===== src/sv/assert_macros.svh =====
// Assertion helpers shared by the RTL. Every check is clocked on clk_i and
// is held off while rst_ni is low.
`ifndef ASSERT_MACROS_SVH
`define ASSERT_MACROS_SVH

// The property must hold at every clock edge.
`define SMM_ASSERT(lbl, prop, msg) \
  lbl: assert property (@(posedge clk_i) disable iff (!rst_ni) (prop)) else $error(msg);

// When the trigger holds, the consequence must hold in the next cycle.
`define SMM_ASSERT_NEXT(lbl, trig, cons, msg) \
  lbl: assert property (@(posedge clk_i) disable iff (!rst_ni) (trig) |=> (cons)) \
    else $error(msg);

`endif


===== src/sv/smm_pkg.sv =====
package smm_pkg;

  localparam int MAX_SIZE_DEF      = 32;
  localparam int ELEMENT_WIDTH_DEF = 16;
  localparam int MAX_RESULTS       = 32;

  localparam int FUNC_W  = 2;
  localparam int IDX_W   = 5;
  localparam int VALUE_W = 16;
  localparam int SUM_W   = 40;
  localparam int CFG_W   = 6;

  localparam logic [CFG_W-1:0] SIZE_RESET = CFG_W'(32);

  localparam logic [FUNC_W-1:0] FUNC_WR_A = 2'd0;
  localparam logic [FUNC_W-1:0] FUNC_WR_B = 2'd1;
  localparam logic [FUNC_W-1:0] FUNC_ROW  = 2'd2;

  typedef enum logic [1:0] {
    ST_IDLE,
    ST_ISSUE,
    ST_DRAIN,
    ST_LOAD
  } ctrl_state_e;

  typedef struct packed {
    logic             wr_a;
    logic             wr_b;
    logic             issue;
    logic             clear_acc;
    logic             load_out;
    logic             last;
    logic [IDX_W-1:0] row;
    logic [IDX_W-1:0] j;
    logic [IDX_W-1:0] k;
  } cmd_t;

  typedef struct packed {
    logic pipe_busy;
    logic out_free;
  } status_t;

endpackage


===== src/sv/smm_ctrl.sv =====
`include "assert_macros.svh"

module smm_ctrl import smm_pkg::*; #(
  parameter int MAX_SIZE = MAX_SIZE_DEF
) (
  input  logic              clk_i,
  input  logic              rst_ni,
  input  logic              in_valid_i,
  output logic              in_ready_o,
  input  logic [FUNC_W-1:0] func_i,
  input  logic [IDX_W-1:0]  row_i,
  input  logic [IDX_W-1:0]  col_i,
  input  logic              cfg_wr_en_i,
  input  logic [CFG_W-1:0]  cfg_wr_data_i,
  input  status_t           status_i,
  output cmd_t              cmd_o
);

  localparam int LIMIT = (MAX_SIZE < MAX_RESULTS) ? MAX_SIZE : MAX_RESULTS;

  ctrl_state_e      state_q, state_d;
  logic [CFG_W-1:0] size_q;
  logic [CFG_W-1:0] n_eff;
  logic [CFG_W-1:0] n_q;
  logic [IDX_W-1:0] row_q, j_q, k_q;
  logic             accept;
  logic             start;
  logic             in_range;
  logic             k_last;
  logic             j_last;

  always_comb begin
    if (size_q == '0) begin
      n_eff = CFG_W'(1);
    end else if (int'(size_q) > LIMIT) begin
      n_eff = CFG_W'(LIMIT);
    end else begin
      n_eff = size_q;
    end
  end

  assign accept   = in_valid_i && in_ready_o;
  assign in_range = (int'(row_i) < MAX_SIZE) && (int'(col_i) < MAX_SIZE);
  assign start    = accept && (func_i == FUNC_ROW) && ({1'b0, row_i} < n_eff);
  assign k_last   = (k_q == IDX_W'(n_q - CFG_W'(1)));
  assign j_last   = (j_q == IDX_W'(n_q - CFG_W'(1)));

  // Next state.
  always_comb begin
    state_d = state_q;
    case (state_q)
      ST_IDLE: begin
        if (start) begin
          state_d = ST_ISSUE;
        end
      end
      ST_ISSUE: begin
        if (k_last) begin
          state_d = ST_DRAIN;
        end
      end
      ST_DRAIN: begin
        if (!status_i.pipe_busy) begin
          state_d = ST_LOAD;
        end
      end
      ST_LOAD: begin
        if (status_i.out_free) begin
          state_d = j_last ? ST_IDLE : ST_ISSUE;
        end
      end
      default: state_d = ST_IDLE;
    endcase
  end

  // Outputs.
  always_comb begin
    in_ready_o      = (state_q == ST_IDLE);
    cmd_o.wr_a      = accept && (func_i == FUNC_WR_A) && in_range;
    cmd_o.wr_b      = accept && (func_i == FUNC_WR_B) && in_range;
    cmd_o.issue     = (state_q == ST_ISSUE);
    cmd_o.clear_acc = (state_q == ST_ISSUE) && (k_q == '0);
    cmd_o.load_out  = (state_q == ST_LOAD) && status_i.out_free;
    cmd_o.last      = j_last;
    cmd_o.row       = row_q;
    cmd_o.j         = j_q;
    cmd_o.k         = k_q;
  end

  always_ff @(posedge clk_i or negedge rst_ni) begin
    if (!rst_ni) begin
      state_q <= ST_IDLE;
      size_q  <= SIZE_RESET;
      n_q     <= SIZE_RESET;
      row_q   <= '0;
      j_q     <= '0;
      k_q     <= '0;
    end else begin
      state_q <= state_d;
      if (cfg_wr_en_i) begin
        size_q <= cfg_wr_data_i;
      end
      if (start) begin
        n_q   <= n_eff;
        row_q <= row_i;
        j_q   <= '0;
        k_q   <= '0;
      end
      if (state_q == ST_ISSUE) begin
        k_q <= k_last ? '0 : k_q + IDX_W'(1);
      end
      if (cmd_o.load_out && !j_last) begin
        j_q <= j_q + IDX_W'(1);
      end
    end
  end

  `SMM_ASSERT(a_issue_in_range, !cmd_o.issue || ({1'b0, k_q} < n_q), "inner index past size")
  `SMM_ASSERT_NEXT(a_last_returns_idle, cmd_o.load_out && cmd_o.last, in_ready_o,
                   "row finished but input not ready")

endmodule


===== config.mk =====
export PLATFORM = sky130hd
export DESIGN_NAME = smm_ctrl
export DESIGN_NICKNAME = d
export VERILOG_FILES = /design/src/sv/smm_pkg.sv /design/src/sv/smm_ctrl.sv
export VERILOG_INCLUDE_DIRS = /design/src /design/src/sv
export SDC_FILE = /design/constraint.sdc
export NUM_CORES = 1
export LEC_CHECK = 0
export BUFFER_PORTS_ARGS = -buffer_cell sky130_fd_sc_hd__buf_2
export CAP_MARGIN = 15
export CELL_PAD_IN_SITES_DETAIL_PLACEMENT = 0
export CELL_PAD_IN_SITES_GLOBAL_PLACEMENT = 1
export CORE_UTILIZATION = 38
export CTS_BUF_LIST = sky130_fd_sc_hd__clkbuf_8
export DETAILED_ROUTE_END_ITERATION = 8
export PLACE_DENSITY = 0.82
export SYNTH_ARGS = -nofsm -noshare
export SYNTH_HDL_FRONTEND = slang
export SYNTH_SLANG_ARGS = --single-unit

===== constraint.sdc =====
create_clock -name clk_i -period 2.6 [get_ports clk_i]
set_clock_uncertainty 0.1 [all_clocks]
set_input_delay 0.13 -clock clk_i [delete_from_list [all_inputs] [get_ports clk_i]]
set_output_delay 0.13 -clock clk_i [all_outputs]
set_load 0.02 [all_outputs]

==> flow_results.xml <==
<?xml version="1.0" encoding="UTF-8"?>
<metrics>
  <group name="worst_setup_path">
    <metric name="timing.critical_path.depth" unit="">8</metric>
    <metric name="critical_path_buf_inv_count" unit="">1</metric>
    <metric name="worst-path-max-fanout" unit="">5</metric>
    <metric name="slowest_stage" unit="">sky130_fd_sc_hd__dfstp_2</metric>
    <metric name="worst-setup-path-type" unit="">reg -&gt; reg</metric>
    <metric name="r2r_end" unit="">state_q[1]</metric>
    <metric name="timing.critical_path.max_delay_family" unit="">compound AO/OA/AOI/OAI gates</metric>
    <metric name="startpoint_type" unit="">flip-flop</metric>
    <metric name="wp_data_arrival" unit="ps">2550</metric>
    <metric name="crit_path_max_incr_delay" unit="ps">550</metric>
    <metric name="r2r_slack" unit="ps">110</metric>
    <metric name="timing.rr.start" unit="">size_q[5]</metric>
    <metric name="r2r_cells" unit="">8</metric>
    <metric name="end_kind" unit="">flip-flop</metric>
    <metric name="crit_chain" unit="">inv_1, nand2_1, ha_1, a21o_1, a221oi_2, o21ai_2, a2111oi_4, mux2_4</metric>
    <metric name="req_time_crit_path" unit="ps">2670</metric>
  </group>
  <group name="final_layout">
    <metric name="antenna_cells_inserted" unit="">0</metric>
    <metric name="final_nets" unit="">275</metric>
    <metric name="layout_common_cells" unit="">sky130_fd_sc_hd__buf_2, sky130_fd_sc_hd__dfrtp_1, sky130_fd_sc_hd__nand2_1</metric>
    <metric name="layout.cells.most_common" unit="">sky130_fd_sc_hd__buf_2</metric>
    <metric name="share_of_final_layout_standard_cells_stronger_than_drive_strength_1" unit="">0.311</metric>
    <metric name="area_growth" unit="%">22.8</metric>
  </group>
  <group name="synth">
    <metric name="synthFlopType" unit="">sky130_fd_sc_hd__dfrtp_1</metric>
    <metric name="ys.warnings.count" unit="">0</metric>
    <metric name="synth_top_cell_by_area" unit="">sky130_fd_sc_hd__dfrtp_1</metric>
    <metric name="post_synth_num_cell_types" unit="">49</metric>
    <metric name="synth.avg_cell_area" unit="um2">10.1</metric>
    <metric name="synthDominantCellAreaShare" unit="">0.354</metric>
    <metric name="total_nets_after_synthesis" unit="">225</metric>
    <metric name="synthesis.instances" unit="">189</metric>
    <metric name="synthArstFlopShare" unit="">1.00</metric>
    <metric name="synth_edf_count" unit="">0</metric>
    <metric name="mappedNetlistArea" unit="um2">1910</metric>
    <metric name="synthTopCellsByArea" unit="">sky130_fd_sc_hd__dfrtp_1, sky130_fd_sc_hd__ha_1, sky130_fd_sc_hd__mux2_2</metric>
    <metric name="synth_seq_cells" unit="">28</metric>
    <metric name="seq_area_frac_synth" unit="">0.368</metric>
  </group>
  <group name="placement">
    <metric name="io_buffer_count" unit="">40</metric>
    <metric name="gp_routability_congestion" unit="">0.767</metric>
    <metric name="detailed_place_hpwl" unit="um">2980</metric>
  </group>
  <group name="clock_tree">
    <metric name="post_cts.resized_instances" unit="">0</metric>
    <metric name="numClockSinks" unit="">28</metric>
    <metric name="clock_insertion_delay_worst_skew" unit="ps">280</metric>
    <metric name="cts_buffers" unit="">3</metric>
    <metric name="cts_tree" unit="">built</metric>
    <metric name="clk_root_buffer_cell" unit="">sky130_fd_sc_hd__clkbuf_8</metric>
    <metric name="clk_path_buf_depth" unit="">2</metric>
    <metric name="cts-htree-levels" unit="">1</metric>
    <metric name="worst_setup_hold_path_clk_slew" unit="ps">100</metric>
    <metric name="postCtsSetupRepairBufs" unit="">0</metric>
  </group>
  <group name="power">
    <metric name="power.density" unit="nW/um2">1080</metric>
    <metric name="vdd.ir_drop.worst" unit="V">0.000492</metric>
    <metric name="total_leakage_power" unit="nW">1.11</metric>
    <metric name="power.total" unit="mW">2.52</metric>
  </group>
  <group name="sta">
    <metric name="timing.final.setup_violations" unit="">0</metric>
    <metric name="timing_max_transition_violations_final" unit="">0</metric>
    <metric name="setup_repair_after_global_routing_missed_its_margin" unit="">false</metric>
    <metric name="fin_tns_setup" unit="ps">0</metric>
    <metric name="fin_crit_sh" unit="">0.956</metric>
    <metric name="min_period" unit="ps">2490</metric>
    <metric name="finalHoldViolCount" unit="">0</metric>
    <metric name="pin_slew_with_the_least_headroom_to_its_limit" unit="ps">739</metric>
    <metric name="maxClockFrequency" unit="MHz">402</metric>
    <metric name="timing.max_slew.rel_slack" unit="">0.507</metric>
  </group>
  <group name="drt">
    <metric name="detail_route.iter0.violations" unit="">60</metric>
    <metric name="vias" unit="">1525</metric>
    <metric name="drtPass1Iterations" unit="">4</metric>
    <metric name="routed_via_density" unit="">5.00</metric>
    <metric name="avgRoutedWirePerCell" unit="um">13.0</metric>
    <metric name="postRouteAntennaNets" unit="">0</metric>
    <metric name="wirelength" unit="um">3960</metric>
    <metric name="drc_violations_left" unit="">0</metric>
  </group>
  <group name="die">
    <metric name="initial_utilization" unit="">0.398</metric>
    <metric name="num_io_pins" unit="">46</metric>
    <metric name="num_rows" unit="">25</metric>
    <metric name="vertical_die_dimension" unit="um">72.8</metric>
    <metric name="die_area" unit="um2">5300</metric>
    <metric name="floorplan.core_area" unit="um2">4790</metric>
    <metric name="die-width" unit="um">72.8</metric>
  </group>
  <group name="flow_run">
    <metric name="max_cap_violations" unit="">0</metric>
  </group>
  <group name="min_path">
    <metric name="hold_depth" unit="">2</metric>
    <metric name="min_path_type" unit="">in -&gt; reg</metric>
    <metric name="timing.hold.worst.start" unit="">row_i[1]</metric>
    <metric name="worstHoldEndpoint" unit="">row_q[1]</metric>
  </group>
  <group name="grt">
    <metric name="grt_pass1_wl" unit="um">6750</metric>
    <metric name="globalRoute.totalOverflow" unit="">0</metric>
    <metric name="grt_max_degree" unit="">29</metric>
    <metric name="grt_util_all_layers" unit="">0.162</metric>
    <metric name="first_global_vias" unit="">1475</metric>
    <metric name="antenna_violations_before_repair" unit="">0</metric>
  </group>
  <group name="outcome">
    <metric name="status" unit="">complete, no violations</metric>
  </group>
</metrics>
what timing repair did:
item / 4_1_cts / 5_1_grt
setup endpoints to repair: 0 / 1
hold endpoints to repair: 35 / 1
hold buffers: 10 / 1
power breakdown:
group / leakage, nW / internal (mW) / switching, mW / total (mW)
Combinational: 0.728 / 0.619 / 0.761 / 1.38
Clock: 0.0357 / 0.206 / 0.141 / 0.348
Sequential: 0.348 / 0.588 / 0.205 / 0.793
Total: 1.11 / 1.41 / 1.11 / 2.52
cells in the mapped netlist, types with 2 or more instances:
library cell and n:
sky130_fd_sc_hd__o21bai_1 3, sky130_fd_sc_hd__inv_1 13, sky130_fd_sc_hd__nor4_1 2, sky130_fd_sc_hd__and2_1 4, sky130_fd_sc_hd__buf_6 2, sky130_fd_sc_hd__buf_4 3, sky130_fd_sc_hd__a21o_1 4, sky130_fd_sc_hd__a211oi_2 2
sky130_fd_sc_hd__o21a_1 3, sky130_fd_sc_hd__ha_1 12, sky130_fd_sc_hd__nor3_1 6, sky130_fd_sc_hd__mux2_2 10, sky130_fd_sc_hd__dfrtp_1 27, sky130_fd_sc_hd__clkbuf_1 4, sky130_fd_sc_hd__nand3_1 4, sky130_fd_sc_hd__nor2_1 5
sky130_fd_sc_hd__a2111oi_4 2, sky130_fd_sc_hd__o22ai_1 3, sky130_fd_sc_hd__o21ai_0 14, sky130_fd_sc_hd__nand2_1 17, sky130_fd_sc_hd__xnor2_1 4, sky130_fd_sc_hd__nand3b_1 2, sky130_fd_sc_hd__mux2i_1 2, sky130_fd_sc_hd__xor2_1 8
sky130_fd_sc_hd__o21ai_2 2, sky130_fd_sc_hd__buf_2 3, sky130_fd_sc_hd__a21oi_1 3, sky130_fd_sc_hd__nor2b_1 3, sky130_fd_sc_hd__o221a_1 2
cells by family after synthesis:
group / after synthesis / share of synthesized area
multiplexers: 13 / 0.0774
flip-flops: 28 / 0.368
XOR/XNOR: 12 / 0.0551
AND/OR/NAND/NOR: 51 / 0.150
adder cells (fa/ha/maj): 12 / 0.0787
AO/OA/AOI/OAI: 48 / 0.206
buffers and inverters: 25 / 0.0650
how the worst max path moves through the flow:
stage	from	endpoint	slack, ps
6_report	size_q[5]	state_q[1]	110
5_1_grt	size_q[5]	state_q[1]	10
4_1_cts	size_q[5]	state_q[1]	40
3_5_place_dp	size_q[5]	state_q[1]	50
3_3_place_gp	size_q[5]	state_q[1]	110
2_1_floorplan	size_q[5]	state_q[1]	130
layout make-up:
class | instances | area (um2)
multi-input cells | 136 | 1080
flip-flops and latches | 28 | 702
clock inverters | 1 | 30.0
repair buffers | 57 | 355
well taps | 67 | 83.8
clock buffers | 3 | 41.3
fillers | 459 | 2440
inverters | 13 | 48.8
through the flow:
stage / cells / setup slack, ps / hold WS, ps / utilization / area, um2
floorplan: 189 / 135 / -266 / - / 1910
global placement: 290 / 112 / 83.3 / 0.452 / 2160
detailed placement: 290 / 52.3 / 93.4 / 0.452 / 2160
CTS: 304 / 38.4 / 3.56 / 0.487 / 2330
global route: 305 / 11.3 / 8.94 / 0.489 / 2340
finish: 305 / 115 / 11.1 / 0.489 / 2340
sequential cells by signal (all words and copies together) (netlist names):
| signal | cells |
|---|---|
| row_q | 5 |
| n_q | 5 |
| size_q | 6 |
| j_q | 5 |
| k_q | 5 |
| state_q | 2 |
per-layer routing:
metal  part of all wire  GRT usage
met1               0.49      0.223
met2               0.47      0.271
met3              0.036     0.0304
met4             0.0025     0.0196
met5                  0          0
No activity file was read; power rests on OpenSTA's default activity.
